<file path="src/sv/visibility_row_selection_filter_assert.svh">
// Assertion macros used by the filter pipeline (vrsf_pipe).
`ifndef VISIBILITY_ROW_SELECTION_FILTER_ASSERT_SVH
`define VISIBILITY_ROW_SELECTION_FILTER_ASSERT_SVH

// Same-cycle implication, disabled while reset is asserted.
`define VRSF_ASSERT_NOW(label, clk, rst_n, ante, cons, msg) \
    label: assert property (@(posedge clk) disable iff (!rst_n) (ante) |-> (cons)) \
        else $error(msg);

// Next-cycle implication, disabled while reset is asserted.
`define VRSF_ASSERT_NEXT(label, clk, rst_n, ante, cons, msg) \
    label: assert property (@(posedge clk) disable iff (!rst_n) (ante) |=> (cons)) \
        else $error(msg);

`endif

</file>
<file path="src/sv/vrsf_pkg.sv">
package vrsf_pkg;

    localparam int MAX_ID   = 32;
    localparam int MAP_W    = 32;

    localparam int ID_W     = 8;
    localparam int TIME_W   = 32;
    localparam int COORD_W  = 24;
    localparam int SQ_W     = 2 * COORD_W - 1;
    localparam int D2_W     = SQ_W + 1;
    localparam int BOUND_W  = 32;
    localparam int WIDE_W   = 64;
    localparam int ROW_W    = 32;
    localparam int MODE_W   = 11;
    localparam int CFG_IDX_W = 3;
    localparam int CFG_DATA_W = 64;
    localparam int TDATA_IN_W = 128;

    // Register indexes
    localparam logic [CFG_IDX_W-1:0] REG_MODE     = 3'd0;
    localparam logic [CFG_IDX_W-1:0] REG_ANTENNA  = 3'd1;
    localparam logic [CFG_IDX_W-1:0] REG_FIELD    = 3'd2;
    localparam logic [CFG_IDX_W-1:0] REG_DATADESC = 3'd3;
    localparam logic [CFG_IDX_W-1:0] REG_SCAN     = 3'd4;
    localparam logic [CFG_IDX_W-1:0] REG_STATE    = 3'd5;
    localparam logic [CFG_IDX_W-1:0] REG_TIME     = 3'd6;
    localparam logic [CFG_IDX_W-1:0] REG_UV       = 3'd7;

    // Antenna modes
    localparam logic [1:0] ANT_OFF      = 2'd0;
    localparam logic [1:0] ANT_LIST     = 2'd1;
    localparam logic [1:0] ANT_NEGATED  = 2'd2;
    localparam logic [1:0] ANT_BASELINE = 2'd3;

    // Window modes
    localparam logic [1:0] WIN_OFF     = 2'd0;
    localparam logic [1:0] WIN_GREATER = 2'd1;
    localparam logic [1:0] WIN_LESS    = 2'd2;
    localparam logic [1:0] WIN_RANGE   = 2'd3;

    // Mode bit positions
    localparam int MODE_ANT_LSB   = 0;
    localparam int MODE_FIELD     = 2;
    localparam int MODE_DATADESC  = 3;
    localparam int MODE_SCAN      = 4;
    localparam int MODE_SCAN_NEG  = 5;
    localparam int MODE_STATE     = 6;
    localparam int MODE_TIME_LSB  = 7;
    localparam int MODE_UV_LSB    = 9;

    // Input item, last declared field (antenna_first) in the lowest bits
    typedef struct packed {
        logic signed [COORD_W-1:0] v_coord;
        logic signed [COORD_W-1:0] u_coord;
        logic [TIME_W-1:0]         row_time;
        logic [ID_W-1:0]           state_number;
        logic [ID_W-1:0]           scan_index;
        logic [ID_W-1:0]           datadesc_number;
        logic [ID_W-1:0]           field_number;
        logic [ID_W-1:0]           antenna_second;
        logic [ID_W-1:0]           antenna_first;
    } row_t;

    typedef struct packed {
        logic [MODE_W-1:0]  mode;
        logic [MAP_W-1:0]   antenna_mask;
        logic [MAP_W-1:0]   field_mask;
        logic [MAP_W-1:0]   datadesc_mask;
        logic [MAP_W-1:0]   scan_mask;
        logic [MAP_W-1:0]   state_mask;
        logic [BOUND_W-1:0] time_lo;
        logic [BOUND_W-1:0] time_hi;
        logic [WIDE_W-1:0]  uv_lo_sq;
        logic [WIDE_W-1:0]  uv_hi_sq;
    } cfg_t;

    // IDs past the bitmap never match
    function automatic logic id_hit(input logic [MAP_W-1:0] map, input logic [ID_W-1:0] id,
                                    input int limit);
        logic hit;
        hit = 1'b0;
        if (int'(id) < limit)
            hit = map[id[4:0]];
        return hit;
    endfunction

    function automatic logic window_pass(input logic [1:0] mode, input logic [WIDE_W-1:0] val,
                                         input logic [WIDE_W-1:0] lo,
                                         input logic [WIDE_W-1:0] hi);
        logic ok;
        unique case (mode)
            WIN_OFF:     ok = 1'b1;
            WIN_GREATER: ok = (val > lo);
            WIN_LESS:    ok = (val < hi);
            WIN_RANGE:   ok = (val >= lo) && (val <= hi);
        endcase
        return ok;
    endfunction

endpackage

</file>
<file path="src/sv/vrsf_cfg.sv">
module vrsf_cfg
(
    input  logic                                clk,
    input  logic                                rst_n,
    input  logic                                cfg_we,
    input  logic [vrsf_pkg::CFG_IDX_W-1:0]      cfg_index,
    input  logic [vrsf_pkg::CFG_DATA_W-1:0]     cfg_data,
    output vrsf_pkg::cfg_t                      cfg
);

    vrsf_pkg::cfg_t cfg_reg;
    logic [vrsf_pkg::BOUND_W-1:0] uv_lo_in;
    logic [vrsf_pkg::BOUND_W-1:0] uv_hi_in;
    logic [vrsf_pkg::WIDE_W-1:0]  uv_lo_sq_next;
    logic [vrsf_pkg::WIDE_W-1:0]  uv_hi_sq_next;

    // Square the uv bounds once, at write time
    assign uv_lo_in = cfg_data[31:0];
    assign uv_hi_in = cfg_data[63:32];
    assign uv_lo_sq_next = 64'(uv_lo_in) * 64'(uv_lo_in);
    assign uv_hi_sq_next = 64'(uv_hi_in) * 64'(uv_hi_in);

    always_ff @(posedge clk or negedge rst_n)
    begin
        if (!rst_n)
        begin
            cfg_reg <= '0;
        end
        else if (cfg_we)
        begin
            unique case (cfg_index)
                vrsf_pkg::REG_MODE:     cfg_reg.mode <= cfg_data[vrsf_pkg::MODE_W-1:0];
                vrsf_pkg::REG_ANTENNA:  cfg_reg.antenna_mask <= cfg_data[31:0];
                vrsf_pkg::REG_FIELD:    cfg_reg.field_mask <= cfg_data[31:0];
                vrsf_pkg::REG_DATADESC: cfg_reg.datadesc_mask <= cfg_data[31:0];
                vrsf_pkg::REG_SCAN:     cfg_reg.scan_mask <= cfg_data[31:0];
                vrsf_pkg::REG_STATE:    cfg_reg.state_mask <= cfg_data[31:0];
                vrsf_pkg::REG_TIME:
                begin
                    cfg_reg.time_lo <= cfg_data[31:0];
                    cfg_reg.time_hi <= cfg_data[63:32];
                end
                vrsf_pkg::REG_UV:
                begin
                    cfg_reg.uv_lo_sq <= uv_lo_sq_next;
                    cfg_reg.uv_hi_sq <= uv_hi_sq_next;
                end
            endcase
        end
    end

    assign cfg = cfg_reg;

endmodule

</file>
<file path="config.mk">
export PLATFORM = sky130hd
export DESIGN_NAME = vrsf_cfg
export DESIGN_NICKNAME = d
export VERILOG_FILES = /design/src/sv/visibility_row_selection_filter_assert.svh /design/src/sv/vrsf_pkg.sv /design/src/sv/vrsf_cfg.sv
export SDC_FILE = /design/constraint.sdc
export NUM_CORES = 2
export LEC_CHECK = 0
export BUFFER_PORTS_ARGS = -buffer_cell sky130_fd_sc_hd__buf_2
export CAP_MARGIN = 40
export CORE_MARGIN = 2
export CORE_UTILIZATION = 70
export DETAILED_ROUTE_END_ITERATION = 12
export PLACE_DENSITY_LB_ADDON = 0.15
export REMOVE_ABC_BUFFERS = 1
export SLEW_MARGIN = 25
export SYNTH_ARGS = -nofsm -noshare
export SYNTH_HDL_FRONTEND = slang
export SYNTH_SLANG_ARGS = --single-unit
</file>
<file path="constraint.sdc">
create_clock -name clk -period 2.2 [get_ports clk]
set_input_delay 0.11 -clock clk [delete_from_list [all_inputs] [get_ports clk]]
set_output_delay 0.11 -clock clk [all_outputs]
set_load 0.01 [all_outputs]
</file>
==> results of run 1 <==
-- synthesized netlist by cell type (23+ instances only) --
library cell	instances	area [sq um]
a21o_1	75	563.0
a21oi_1	147	735.7
a31o_2	23	201.4
a31oi_1	28	175.2
and2_1	467	2922
clkbuf_1	313	1175
dfrtp_1	361	9034
fa_1	1584	31710
ha_1	596	7457
inv_1	1942	7289
mux2_2	186	2095
nand2_1	776	2913
nand3_1	26	130.1
nand4_1	52	325.3
nor2_1	123	461.7
nor3_1	29	145.1
o21ai_0	170	850.8
o21ai_1	56	280.3
o21bai_1	42	315.3
xnor2_1	92	805.8
xor2_1	93	814.5
-- cells by family after synthesis --
family	after synthesis
buffers and inverters	2301
adder cells (fa/ha/maj)	2180
AND/OR/NAND/NOR	1570
AO/OA/AOI/OAI	687
flip-flops	361
multiplexers	192
XOR/XNOR	185
other	1
-- through the flow --
step | util [%] | setup slack (ns) | area, sq um | hold WS [ns]
floorplan | - | -4.644 | 71320 | -0.1856
global placement | 83.61 | -5.775 | 86290 | 0.1031
detailed placement | 83.62 | -5.516 | 86290 | 0.1047
CTS | 91.71 | -4.331 | 94650 | 0.001127
-- layer usage --
| metal | overflow | track usage (%) |
|---|---|---|
| met5 | 8 | 65.88 |
| met2 | 503 | 97.91 |
| met1 | 115 | 88.47 |
| met4 | 330 | 83.84 |
| met3 | 105 | 81.21 |
-- timing repair --
item | 4_1_cts
endpoints found under the hold margin | 365
resized for setup | 1223
setup buffers | 172
pin swaps | 639
endpoints found under the setup margin | 118
hold buffers | 9
cloned | 20
==> flow_metrics.env, run 1 <==
export IMPL_ys_flop_type="dfrtp_1"
export IMPL_cts_buffers=40
export IMPL_yosys_area_share_adder_pct=53.90
export IMPL_synthCells=7477
export IMPL_avgSynthCellArea_sq_um=9.719
export IMPL_initial_core_util_pct=70.41
export IMPL_synth_top_family_by_area="adder cells"
export IMPL_clock_sinks=361
export IMPL_yosysUniqueCellTypes=86
export IMPL_status="did not finish"
export IMPL_clockBufferDepth=3
export IMPL_grt_util_all_layers_pct=88.31
export IMPL_grt_overflow=1061
export IMPL_die_h_um=326.2
export IMPL_rows=118
export IMPL_synth_warnings=0
export IMPL_synth_edf_count=0
export IMPL_firstError="[ERROR GRT-0232] Routing congestion too high. Check the congestion heatmap in the GUI."
export IMPL_h_tree_depth=2
export IMPL_io_buffers=430
export IMPL_synth_xor_area_share_pct=2.230
export IMPL_syn_area_sq_um=72670
export IMPL_synth_simple_area_share_pct=10.40
export IMPL_dp_hpwl_um=192200
export IMPL_ys_ff_latch=361
export IMPL_die_w_um=326.2
export IMPL_async_reset_ff_share_pct=100.0
export IMPL_cts_root_buf="clkbuf_16"
export IMPL_ys_seq_area_share_pct=12.43
export IMPL_synth_compound_area_share_pct=6.114
export IMPL_grt_max_degree=83
export IMPL_lastStage="5_1_grt"
export IMPL_synthMuxAreaShare_pct=2.965
export IMPL_place_inst=10340
export IMPL_pin_count=433
export IMPL_gp_congestion=0.9899
==> inputs of run 2 (changes only) <==
--- a/config.mk
+++ b/config.mk
@@ -8,7 +8,7 @@
 export BUFFER_PORTS_ARGS = -buffer_cell sky130_fd_sc_hd__buf_2
 export CAP_MARGIN = 40
 export CORE_MARGIN = 2
-export CORE_UTILIZATION = 70
+export CORE_UTILIZATION = 40
 export DETAILED_ROUTE_END_ITERATION = 12
 export PLACE_DENSITY_LB_ADDON = 0.15
 export REMOVE_ABC_BUFFERS = 1
==> run 2 against run 1 <==
Compared with the run above: the flow now finishes, with violations (setup timing); synthesized cell count is the same; synthesized area is the same.
==> flow_metrics.env, run 2 <==
export IMPL_cp_arrival_ns=7.36
export IMPL_rows=156
export IMPL_synth_edf_count=0
export IMPL_holdPathStages=3
export IMPL_drc=0
export IMPL_yosysMostFrequentCell="inv_1"
export IMPL_grt_antenna_before_repair=12
export IMPL_violations="setup timing"
export IMPL_gr_usage_met1_pct=34.74
export IMPL_rsz0062_at_grt="yes"
export IMPL_drt_iter0_drc=2622
export IMPL_hold_path_class="in -> reg"
export IMPL_r2r_slack_ns=1.13
export IMPL_fmax_mhz=146.3
export IMPL_grt_overflow=0
export IMPL_dr_pass1_iters=5
export IMPL_crit_path_end_kind="register"
export IMPL_worstMarginPinSlew_ns=0.6392
export IMPL_timing_final_crit_share_pct=310.7
export IMPL_worstSkewPairLatency_ns=0.69
export IMPL_met2_usage_pct=46.99
export IMPL_wl_um=245200
export IMPL_antenna_left=0
export IMPL_slew_viol_final=0
export IMPL_final_common_cell="inv_1"
export IMPL_rr_startpoint="cfg[126]"
export IMPL_drt_vias_per_instance=4.864
export IMPL_vias=56810
export IMPL_die_area_sq_um=185100
export IMPL_status="finished with violations"
export IMPL_cp_required_ns=2.72
export IMPL_nets=11520
export IMPL_core_area_sq_um=180500
export IMPL_wl_per_cell_um=21.00
export IMPL_ys_top_cells_by_area="fa_1 (44%), dfrtp_1 (12%), ha_1 (10%), inv_1 (10%), and2_1 (4.0%)"
export IMPL_place_inst=11400
export IMPL_grt_busiest_layer="met2"
export IMPL_die_h_um=430.2
export IMPL_syn_area_sq_um=72670
export IMPL_ys_ff_latch=361
export IMPL_cts_root_buf="clkbuf_16"
export IMPL_async_reset_ff_share_pct=100.0
export IMPL_crit_path_start="cfg_data[46]"
export IMPL_ff2ff_path_depth=2
export IMPL_largest_register_ffs=361
export IMPL_yosysUniqueCellTypes=86
export IMPL_yosysTopAreaCellShare_pct=43.64
export IMPL_cts_tree="done"
export IMPL_grt_max_degree=73
export IMPL_dp_hpwl_um=204300
export IMPL_whs_endpoint="cfg[322]"
export IMPL_synth_warnings=0
export IMPL_cts_buffers=46
export IMPL_grt_util_all_layers_pct=26.91
export IMPL_h_tree_depth=2
export IMPL_fin_worst_skew_ns=0
export IMPL_setup_viol=118
export IMPL_mostFrequentLayoutCells="inv_1 (1,874), fa_1 (1,484), buf_4 (1,454)"
export IMPL_drive_above_1_share_pct=31.71
export IMPL_period_needed_ns=6.836
export IMPL_slew_headroom_pct=57.24
export IMPL_grt_pass1_vias=63340
export IMPL_pin_count=433
export IMPL_tns_ns=-444.28
export IMPL_cap_violations=0
export IMPL_gr_usage_met3_pct=2.869
export IMPL_initial_core_util_pct=40.25
export IMPL_ys_flop_type="dfrtp_1"
export IMPL_post_place_ws_ns=-6.131
export IMPL_synthTopCellsByCount="inv_1 (1,942), fa_1 (1,584), nand2_1 (776)"
export IMPL_path_clk_slew_ns=0.06
export IMPL_clockBufferDepth=3
export IMPL_grt_pass1_wl_um=376100
export IMPL_avgSynthCellArea_sq_um=9.719
export IMPL_synthCells=7477
export IMPL_layoutNonFillerInstCount=11680
export IMPL_gp_congestion=0.9073
export IMPL_r2r_end="cfg[126]"
export IMPL_die_w_um=430.2
export IMPL_critPathKind="in -> reg"
export IMPL_fin_ws_ns=-4.636
export IMPL_ys_seq_area_share_pct=12.43
export IMPL_syn_to_final_growth_pct=31.82
export IMPL_start_kind="input pin"
export IMPL_yosys_area_top_type="fa_1"
export IMPL_io_buffers=430
export IMPL_cp_max_fo=5
export IMPL_clock_sinks=361
export IMPL_num_fill_cells=16530
export IMPL_finalHoldViolCount=0
export IMPL_hp_start="cfg_data[2]"
run 2: cell counts after synthesis:
Identical to the previous run, type by type.
run 2: metal layers:
| layer | up-vias | wire [um] | share of wire (%) |
|---|---|---|---|
| li1 | 25920 | - | - |
| met1 | 29390 | 101600 | 41 |
| met2 | 1187 | 122600 | 50 |
| met3 | 306 | 10850 | 4.4 |
| met4 | 4 | 10130 | 4.1 |
| met5 | - | 17 | 0.0069 |
run 2: area by class of cell:
class	instances	area (sq um)	area share (%)
clock inverters	23	327.8	0.3422
repair buffers	2093	16860	17.60
well taps	2370	2965	3.096
flip-flops and latches	361	9034	9.431
clock buffers	59	1280	1.336
multi-input cells	4816	57960	60.50
diodes	4	10.01	0.01045
inverters	1954	7355	7.678
run 2: worst max-delay path: stages:
cell	delay (ns)
buf_12	0.11
buf_12	0.13
and2_4	0.16
fa_2	0.61
inv_2	0.05
fa_1	0.55
inv_2	0.04
fa_1	0.55
fa_2	0.46
fa_1	0.58
fa_2	0.45
fa_1	0.49
inv_1	0.05
fa_2	0.57
inv_2	0.06
ha_4	0.21
and2_4	0.14
a21o_1	0.18
a221oi_4	0.33
nand4b_1	0.31
a311oi_4	0.34
buf_12	0.16
o41ai_4	0.14
a41oi_4	0.27
xor2_2	0.21
o21ai_1	0.08
run 2: worst max-delay path by stage:
stage                   end
floorplan           cfg[48]
global placement    cfg[56]
detailed placement  cfg[56]
CTS                 cfg[56]
global route        cfg[56]
finish              cfg[56]
run 2: through the flow:
stage | hold slack, ns | area, sq um | util, %
2_1_floorplan | -0.1856 | 71320 | -
3_3_place_gp | 0.1104 | 88180 | 48.84
3_5_place_dp | 0.1113 | 88180 | 48.84
4_1_cts | 0.003403 | 94170 | 52.16
5_1_grt | 0.002536 | 95790 | 53.05
6_report | 0.01445 | 95790 | 53.06
run 2: logic make-up (layout without fill, tap and decap cells):
logic type	count (synthesis)	in the layout	synth area share, %
AO/OA/AOI/OAI	687	687	6.114
AND/OR/NAND/NOR	1570	1570	10.40
multiplexers	192	192	2.965
flip-flops	361	361	12.43
adder cells (fa/ha/maj)	2180	2180	53.90
other	1	6	0.005161
XOR/XNOR	185	185	2.230
buffers and inverters	2301	4129	11.96
run 2: repair_timing:
action,CTS,global route
endpoints found under the setup margin,118,118
gates resized for setup,713,281
setup buffers,109,54
hold buffers,39,0
endpoints found under the hold margin,281,0
gates cloned,7,6
pin swaps,361,243
Power of run 2 is left out: the tool's default activity adds up to more than one toggle a clock period on the data nets, which glitch-free logic cannot reach.
