## config.mk

```make
export PLATFORM = sky130hd
export DESIGN_NAME = vrsf_pipe
export DESIGN_NICKNAME = d
export VERILOG_FILES = /design/src/sv/vrsf_pkg.sv /design/src/sv/vrsf_pipe.sv
export VERILOG_INCLUDE_DIRS = /design/src /design/src/sv
export SDC_FILE = /design/constraint.sdc
export NUM_CORES = 2
export LEC_CHECK = 0
export ABC_AREA = 1
export BUFFER_PORTS_ARGS = -buffer_cell sky130_fd_sc_hd__buf_2
export CORE_MARGIN = 5
export CORE_UTILIZATION = 55
export DETAILED_ROUTE_END_ITERATION = 6
export GPL_TIMING_DRIVEN = 0
export HOLD_SLACK_MARGIN = 0.03
export PLACE_DENSITY = 0.78
export SLEW_MARGIN = 20
export SYNTH_ARGS = -nofsm -noshare
export SYNTH_HDL_FRONTEND = slang
export SYNTH_SLANG_ARGS = --single-unit
```

## constraint.sdc

```tcl
create_clock -name clk -period 9.9 [get_ports clk]
set_input_delay 1.98 -clock clk [delete_from_list [all_inputs] [get_ports clk]]
set_output_delay 1.98 -clock clk [all_outputs]
set_load 0.01 [all_outputs]
```

## src/sv/visibility_row_selection_filter_assert.svh

```systemverilog
// Assertion macros used by the filter pipeline (vrsf_pipe).
`ifndef VISIBILITY_ROW_SELECTION_FILTER_ASSERT_SVH
`define VISIBILITY_ROW_SELECTION_FILTER_ASSERT_SVH

// Same-cycle implication, disabled while reset is asserted.
`define VRSF_ASSERT_NOW(label, clk, rst_n, ante, cons, msg) \
    label: assert property (@(posedge clk) disable iff (!rst_n) (ante) |-> (cons)) \
        else $error(msg);

// Next-cycle implication, disabled while reset is asserted.
`define VRSF_ASSERT_NEXT(label, clk, rst_n, ante, cons, msg) \
    label: assert property (@(posedge clk) disable iff (!rst_n) (ante) |=> (cons)) \
        else $error(msg);

`endif

```

## src/sv/vrsf_pkg.sv

```systemverilog
package vrsf_pkg;

    localparam int MAX_ID   = 32;
    localparam int MAP_W    = 32;

    localparam int ID_W     = 8;
    localparam int TIME_W   = 32;
    localparam int COORD_W  = 24;
    localparam int SQ_W     = 2 * COORD_W - 1;
    localparam int D2_W     = SQ_W + 1;
    localparam int BOUND_W  = 32;
    localparam int WIDE_W   = 64;
    localparam int ROW_W    = 32;
    localparam int MODE_W   = 11;
    localparam int CFG_IDX_W = 3;
    localparam int CFG_DATA_W = 64;
    localparam int TDATA_IN_W = 128;

    // Register indexes
    localparam logic [CFG_IDX_W-1:0] REG_MODE     = 3'd0;
    localparam logic [CFG_IDX_W-1:0] REG_ANTENNA  = 3'd1;
    localparam logic [CFG_IDX_W-1:0] REG_FIELD    = 3'd2;
    localparam logic [CFG_IDX_W-1:0] REG_DATADESC = 3'd3;
    localparam logic [CFG_IDX_W-1:0] REG_SCAN     = 3'd4;
    localparam logic [CFG_IDX_W-1:0] REG_STATE    = 3'd5;
    localparam logic [CFG_IDX_W-1:0] REG_TIME     = 3'd6;
    localparam logic [CFG_IDX_W-1:0] REG_UV       = 3'd7;

    // Antenna modes
    localparam logic [1:0] ANT_OFF      = 2'd0;
    localparam logic [1:0] ANT_LIST     = 2'd1;
    localparam logic [1:0] ANT_NEGATED  = 2'd2;
    localparam logic [1:0] ANT_BASELINE = 2'd3;

    // Window modes
    localparam logic [1:0] WIN_OFF     = 2'd0;
    localparam logic [1:0] WIN_GREATER = 2'd1;
    localparam logic [1:0] WIN_LESS    = 2'd2;
    localparam logic [1:0] WIN_RANGE   = 2'd3;

    // Mode bit positions
    localparam int MODE_ANT_LSB   = 0;
    localparam int MODE_FIELD     = 2;
    localparam int MODE_DATADESC  = 3;
    localparam int MODE_SCAN      = 4;
    localparam int MODE_SCAN_NEG  = 5;
    localparam int MODE_STATE     = 6;
    localparam int MODE_TIME_LSB  = 7;
    localparam int MODE_UV_LSB    = 9;

    // Input item, last declared field (antenna_first) in the lowest bits
    typedef struct packed {
        logic signed [COORD_W-1:0] v_coord;
        logic signed [COORD_W-1:0] u_coord;
        logic [TIME_W-1:0]         row_time;
        logic [ID_W-1:0]           state_number;
        logic [ID_W-1:0]           scan_index;
        logic [ID_W-1:0]           datadesc_number;
        logic [ID_W-1:0]           field_number;
        logic [ID_W-1:0]           antenna_second;
        logic [ID_W-1:0]           antenna_first;
    } row_t;

    typedef struct packed {
        logic [MODE_W-1:0]  mode;
        logic [MAP_W-1:0]   antenna_mask;
        logic [MAP_W-1:0]   field_mask;
        logic [MAP_W-1:0]   datadesc_mask;
        logic [MAP_W-1:0]   scan_mask;
        logic [MAP_W-1:0]   state_mask;
        logic [BOUND_W-1:0] time_lo;
        logic [BOUND_W-1:0] time_hi;
        logic [WIDE_W-1:0]  uv_lo_sq;
        logic [WIDE_W-1:0]  uv_hi_sq;
    } cfg_t;

    // IDs past the bitmap never match
    function automatic logic id_hit(input logic [MAP_W-1:0] map, input logic [ID_W-1:0] id,
                                    input int limit);
        logic hit;
        hit = 1'b0;
        if (int'(id) < limit)
            hit = map[id[4:0]];
        return hit;
    endfunction

    function automatic logic window_pass(input logic [1:0] mode, input logic [WIDE_W-1:0] val,
                                         input logic [WIDE_W-1:0] lo,
                                         input logic [WIDE_W-1:0] hi);
        logic ok;
        unique case (mode)
            WIN_OFF:     ok = 1'b1;
            WIN_GREATER: ok = (val > lo);
            WIN_LESS:    ok = (val < hi);
            WIN_RANGE:   ok = (val >= lo) && (val <= hi);
        endcase
        return ok;
    endfunction

endpackage

```

## src/sv/vrsf_pipe.sv

```systemverilog
`include "visibility_row_selection_filter_assert.svh"

module vrsf_pipe
#(
    parameter int MAX_ID = vrsf_pkg::MAX_ID
)
(
    input  logic                            clk,
    input  logic                            rst_n,
    input  vrsf_pkg::cfg_t                  cfg,
    input  logic                            in_valid,
    output logic                            in_ready,
    input  vrsf_pkg::row_t                  in_row,
    output logic                            out_valid,
    input  logic                            out_ready,
    output logic                            out_selected,
    output logic [vrsf_pkg::ROW_W-1:0]      out_number
);

    localparam int ID_LIMIT = (MAX_ID < vrsf_pkg::MAP_W) ? MAX_ID : vrsf_pkg::MAP_W;

    logic                           a_valid_reg;
    vrsf_pkg::row_t                 a_row_reg;
    logic [vrsf_pkg::ROW_W-1:0]     a_num_reg;
    logic [vrsf_pkg::ROW_W-1:0]     row_counter_reg;

    logic                           b_valid_reg;
    logic                           b_pass_reg;
    logic [vrsf_pkg::SQ_W-1:0]      b_usq_reg;
    logic [vrsf_pkg::SQ_W-1:0]      b_vsq_reg;
    logic [vrsf_pkg::ROW_W-1:0]     b_num_reg;

    logic                           c_valid_reg;
    logic                           c_sel_reg;
    logic [vrsf_pkg::ROW_W-1:0]     c_num_reg;

    logic a_adv;
    logic b_adv;
    logic c_adv;
    logic in_xfer;

    logic [1:0]                     ant_mode;
    logic                           ant_ok;
    logic                           ant_any;
    logic                           base_ok;
    logic                           field_ok;
    logic                           dd_ok;
    logic                           scan_ok;
    logic                           scan_hit;
    logic                           state_ok;
    logic                           time_ok;
    logic                           b_pass_next;
    logic [vrsf_pkg::COORD_W-1:0]   u_abs;
    logic [vrsf_pkg::COORD_W-1:0]   v_abs;
    logic [vrsf_pkg::SQ_W-1:0]      b_usq_next;
    logic [vrsf_pkg::SQ_W-1:0]      b_vsq_next;
    logic [vrsf_pkg::D2_W-1:0]      d2;
    logic                           c_sel_next;

    // Each stage moves when it is empty or the stage after it moves
    assign c_adv   = !c_valid_reg || out_ready;
    assign b_adv   = !b_valid_reg || c_adv;
    assign a_adv   = !a_valid_reg || b_adv;
    assign in_ready = a_adv;
    assign in_xfer = in_valid && a_adv;

    always_ff @(posedge clk or negedge rst_n)
    begin
        if (!rst_n)
        begin
            row_counter_reg <= '0;
            a_valid_reg     <= 1'b0;
            b_valid_reg     <= 1'b0;
            c_valid_reg     <= 1'b0;
        end
        else
        begin
            if (in_xfer)
                row_counter_reg <= row_counter_reg + 32'd1;
            if (a_adv)
                a_valid_reg <= in_valid;
            if (b_adv)
                b_valid_reg <= a_valid_reg;
            if (c_adv)
                c_valid_reg <= b_valid_reg;
        end
    end

    // Stage A: input register
    always_ff @(posedge clk)
    begin
        if (in_xfer)
        begin
            a_row_reg <= in_row;
            a_num_reg <= row_counter_reg;
        end
    end

    // Stage B: ID tests, time window, coordinate squares
    always_comb
    begin
        ant_mode = cfg.mode[vrsf_pkg::MODE_ANT_LSB +: 2];
        ant_any  = vrsf_pkg::id_hit(cfg.antenna_mask, a_row_reg.antenna_first, ID_LIMIT) ||
                   vrsf_pkg::id_hit(cfg.antenna_mask, a_row_reg.antenna_second, ID_LIMIT);
        base_ok  = ((16'(a_row_reg.antenna_first) == cfg.antenna_mask[15:0]) &&
                    (16'(a_row_reg.antenna_second) == cfg.antenna_mask[31:16])) ||
                   ((16'(a_row_reg.antenna_first) == cfg.antenna_mask[31:16]) &&
                    (16'(a_row_reg.antenna_second) == cfg.antenna_mask[15:0]));
        unique case (ant_mode)
            vrsf_pkg::ANT_OFF:      ant_ok = 1'b1;
            vrsf_pkg::ANT_LIST:     ant_ok = ant_any;
            vrsf_pkg::ANT_NEGATED:  ant_ok = !ant_any;
            vrsf_pkg::ANT_BASELINE: ant_ok = base_ok;
        endcase

        field_ok = !cfg.mode[vrsf_pkg::MODE_FIELD] ||
                   vrsf_pkg::id_hit(cfg.field_mask, a_row_reg.field_number, ID_LIMIT);
        dd_ok    = !cfg.mode[vrsf_pkg::MODE_DATADESC] ||
                   vrsf_pkg::id_hit(cfg.datadesc_mask, a_row_reg.datadesc_number, ID_LIMIT);
        scan_hit = vrsf_pkg::id_hit(cfg.scan_mask, a_row_reg.scan_index, ID_LIMIT) ^
                   cfg.mode[vrsf_pkg::MODE_SCAN_NEG];
        scan_ok  = !cfg.mode[vrsf_pkg::MODE_SCAN] || scan_hit;
        state_ok = !cfg.mode[vrsf_pkg::MODE_STATE] ||
                   vrsf_pkg::id_hit(cfg.state_mask, a_row_reg.state_number, ID_LIMIT);
        time_ok  = vrsf_pkg::window_pass(cfg.mode[vrsf_pkg::MODE_TIME_LSB +: 2],
                                         64'(a_row_reg.row_time),
                                         64'(cfg.time_lo), 64'(cfg.time_hi));
        b_pass_next = ant_ok && field_ok && dd_ok && scan_ok && state_ok && time_ok;

        // Magnitude of the most negative coordinate still fits unsigned
        u_abs = a_row_reg.u_coord[vrsf_pkg::COORD_W-1] ? (~a_row_reg.u_coord + 24'd1)
                                                       : a_row_reg.u_coord;
        v_abs = a_row_reg.v_coord[vrsf_pkg::COORD_W-1] ? (~a_row_reg.v_coord + 24'd1)
                                                       : a_row_reg.v_coord;
    end

    assign b_usq_next = vrsf_pkg::SQ_W'(48'(u_abs) * 48'(u_abs));
    assign b_vsq_next = vrsf_pkg::SQ_W'(48'(v_abs) * 48'(v_abs));

    always_ff @(posedge clk)
    begin
        if (a_valid_reg && b_adv)
        begin
            b_pass_reg <= b_pass_next;
            b_usq_reg  <= b_usq_next;
            b_vsq_reg  <= b_vsq_next;
            b_num_reg  <= a_num_reg;
        end
    end

    // Stage C: uv distance window, result register
    assign d2 = vrsf_pkg::D2_W'(b_usq_reg) + vrsf_pkg::D2_W'(b_vsq_reg);
    assign c_sel_next = b_pass_reg &&
                        vrsf_pkg::window_pass(cfg.mode[vrsf_pkg::MODE_UV_LSB +: 2], 64'(d2),
                                              cfg.uv_lo_sq, cfg.uv_hi_sq);

    always_ff @(posedge clk)
    begin
        if (b_valid_reg && c_adv)
        begin
            c_sel_reg <= c_sel_next;
            c_num_reg <= b_num_reg;
        end
    end

    assign out_valid    = c_valid_reg;
    assign out_selected = c_sel_reg;
    assign out_number   = c_num_reg;

    `VRSF_ASSERT_NEXT(a_cnt_step, clk, rst_n, in_xfer,
        row_counter_reg == $past(row_counter_reg) + 32'd1, "row counter missed a transfer")
    `VRSF_ASSERT_NEXT(a_cnt_hold, clk, rst_n, !in_xfer,
        $stable(row_counter_reg), "row counter moved without a transfer")
    `VRSF_ASSERT_NOW(a_bubble_ready, clk, rst_n, !a_valid_reg || !b_valid_reg || !c_valid_reg,
        in_ready, "input stalled with a bubble in the pipe")
    `VRSF_ASSERT_NEXT(a_b_hold, clk, rst_n, b_valid_reg && !c_adv,
        b_valid_reg && $stable(b_num_reg), "stage B lost its row while stalled")

endmodule

```

==> metrics.cfg <==
[status]
status = finished, final reports clean

[logic_synthesis]
synthesis.area_mm2 = 0.0550
yosysTopAreaCellShare_pct = 30.9
ys_types = 55
synth_commonest_cells = inv_1, nand2_1, fa_1, nor2_1, ha_1
synth-async-reset-ratio_pct = 9.92
ys.flop_type = edfxtp_1
syn_area_per_cell_um2 = 8.44
synth.largest_area_cell = fa_1
yosysWarnings = 0
synth-edff-count = 318
synth.area.top_cells = fa_1, edfxtp_1, ha_1
yosysMostFrequentCell = inv_1
synth.yosys.seq_area_share_pct = 18.9
ys_seq_elements = 353
syn_inst = 6520

[worst_setup_path]
cp_slowest_stage_delay_ns = 0.58
timing.critical_path.to = b_vsq_reg[30]$_DFFE_PP_
path_class = flip-flop to flip-flop
r2r_cells = 33
critPathLaunchType = flip-flop
worst_ep_required_time_ns = 10.28
r2r_slack_ns = 0.49
cp_common_cell = fa_1
cp_max_fo = 12
critPathArrivalTime_ns = 9.78
crit_slowest_cell = fa_1
r2r_end = b_vsq_reg[30]$_DFFE_PP_
crit_start = a_row_reg[104]$_DFFE_PP_
timing.rr.start = a_row_reg[104]$_DFFE_PP_
critPathCaptureType = flip-flop

[detailed_routing]
first_iter_violations = 3265
num_vias = 45497
drt_first_pass_iters = 6
via_per_inst = 5.38
drt_drc_violations_left = 0
drtAntennaViolNets = 0
wl_per_cell_um = 19.6
wl_um = 166000

[cts]
ctsHtreeMaxLevel = 2
cts_max_path_buffers = 3
insertion_delay_ns = 0.65
cts_tree = built
root_buffer = clkbuf_16
clk_pin_slew_ns = 0.07
clock-sinks = 353
numCtsBuffers = 41

[timing]
relSlewSlack_pct = 25.5
drv_slew = 0
rsz0062_at_grt = false
skew_ns = 0.0718
max_freq_mhz = 106
finalHoldViolCount = 0
timing.final.crit_period_ns = 9.41
hold_slack_ns = 0.392
worstMarginPinSlew_ns = 1.12
period_share_pct = 95.0
setup_viol = 0

[floorplanning]
fp.coreArea_mm2 = 0.0997
die_area_mm2 = 0.106
fp-row-count = 116
start_util_pct = 55.2
die_h_um = 326
num_io_pins = 530
dieWidth_um = 326

[final_layout]
drive_gt1_share_pct = 10.1
area_growth_pct = 10.9
utilization_pct = 61.2
final_nets = 9013
largest_reg_flops = 128

[placement]
gp_congestion = 1.01
portBuffers = 529
dp_hpwl_um = 141000

[global_route]
grt_max_degree = 93
grt_pass1_vias = 48044
grtUsageTotal_pct = 31.0
grt_pass1_wl_um = 258000
antenna_found_initial = 8
overflow = 0

[job]
maxCapViolCount = 0

[min_path]
hold_path.class = flip-flop to flip-flop

-- worst max-delay path, delay by kind of cell (launching register included) --
| family | cells | cell delay [ns] |
|---|---|---|
| compound gates | 3 | 0.55 |
| xor+xnor | 2 | 0.90 |
| buf+inv | 11 | 1.85 |
| simple gates | 8 | 1.21 |
| fa+ha+maj | 9 | 4.23 |
| flops | 1 | 0.41 |
-- what timing repair did --
item,CTS,global route
hold buffers,0,0
buffers inserted,2,2
resized for setup,2,14
hold endpoints to repair,0,0
endpoints found under the setup margin,31,16
pin swaps,0,1
-- cells by family (layout without fill, tap and decap cells) --
family | Yosys count | count (layout) | synth area share (%)
AO/OA/AOI/OAI | 535 | 535 | 5.46
XOR/XNOR | 185 | 185 | 3.01
adder cells (fa/ha/maj) | 1388 | 1388 | 43.1
buffers and inverters | 1792 | 2403 | 12.4
flip-flops | 353 | 353 | 18.9
other | 2 | 37 | 0.0136
AND/OR/NAND/NOR | 2265 | 2265 | 17.0
-- cell type report --
class                           instances  area [µm²]
Tap cell                             1298        1620
Clock inverter                         22         305
Fill cell                            8881       38700
Timing Repair Buffer                  536        2770
Clock buffer                           54        1130
Antenna cell                            3        7.51
Inverter                             1694        6370
Sequential cell                       353       10400
Buffer                                 97         469
Multi-Input combinational cell       4407       38000
-- metal layers --
metal  share of wire (%)  GRT usage (%)
met5              0.0097              0
met4                 3.5           9.56
met3                 7.8           5.91
met2                  49           54.3
met1                  40           39.0
-- worst min path at each step --
stage,from,end,slack [ns],depth (start not counted)
global route,b_num_reg[20]$_DFFE_PP_,out_number[20]$_DFFE_PP_,0.41,0
global placement,a_num_reg[1]$_DFFE_PP_,b_num_reg[1]$_DFFE_PP_,0.40,0
CTS,b_num_reg[20]$_DFFE_PP_,out_number[20]$_DFFE_PP_,0.40,0
floorplan,a_num_reg[0]$_DFFE_PP_,b_num_reg[0]$_DFFE_PP_,0.40,0
finish,b_num_reg[20]$_DFFE_PP_,out_number[20]$_DFFE_PP_,0.39,0
detailed placement,a_num_reg[25]$_DFFE_PP_,b_num_reg[25]$_DFFE_PP_,0.40,0
-- stage by stage --
| stage | TNS [ns] | setup slack [ns] | std cells | cell area (µm²) |
|---|---|---|---|---|
| 2_1_floorplan | 0 | 1.99 | 6552 | 55200 |
| 3_3_place_gp | -12.28 | -0.744 | 8379 | 59400 |
| 3_5_place_dp | -14.71 | -0.807 | 8382 | 59500 |
| 4_1_cts | 0 | 0.333 | 8459 | 61000 |
| 5_1_grt | 0 | 0.0732 | 8463 | 61100 |
| 6_report | 0 | 0.494 | 8464 | 61100 |
-- placed cells by master (no fill, tap or decap), types with 6 or more instances in the layout --
cell	n
edfxtp_1	318
buf_6	6
nand2_2	15
nor4_1	27
nand3_1	297
o211ai_1	11
nand3b_1	8
and3_1	6
xor2_1	132
o21bai_1	28
a21o_1	32
inv_1	1663
a21boi_0	9
dfrtp_1	35
a21oi_1	240
xnor2_1	50
fa_1	849
o21ai_0	138
clkbuf_16	42
conb_1	34
clkinv_1	13
o22ai_1	7
nand4_1	47
buf_2	562
clkbuf_1	58
or2_2	14
o21ai_1	6
inv_2	19
ha_1	539
nor2_1	622
a31oi_1	33
nor3_1	53
inv_6	6
o21a_1	16
nand2_1	1149
Power is not shown: default switching activity piles up to over one toggle a cycle in this logic, so the estimate is an artifact.
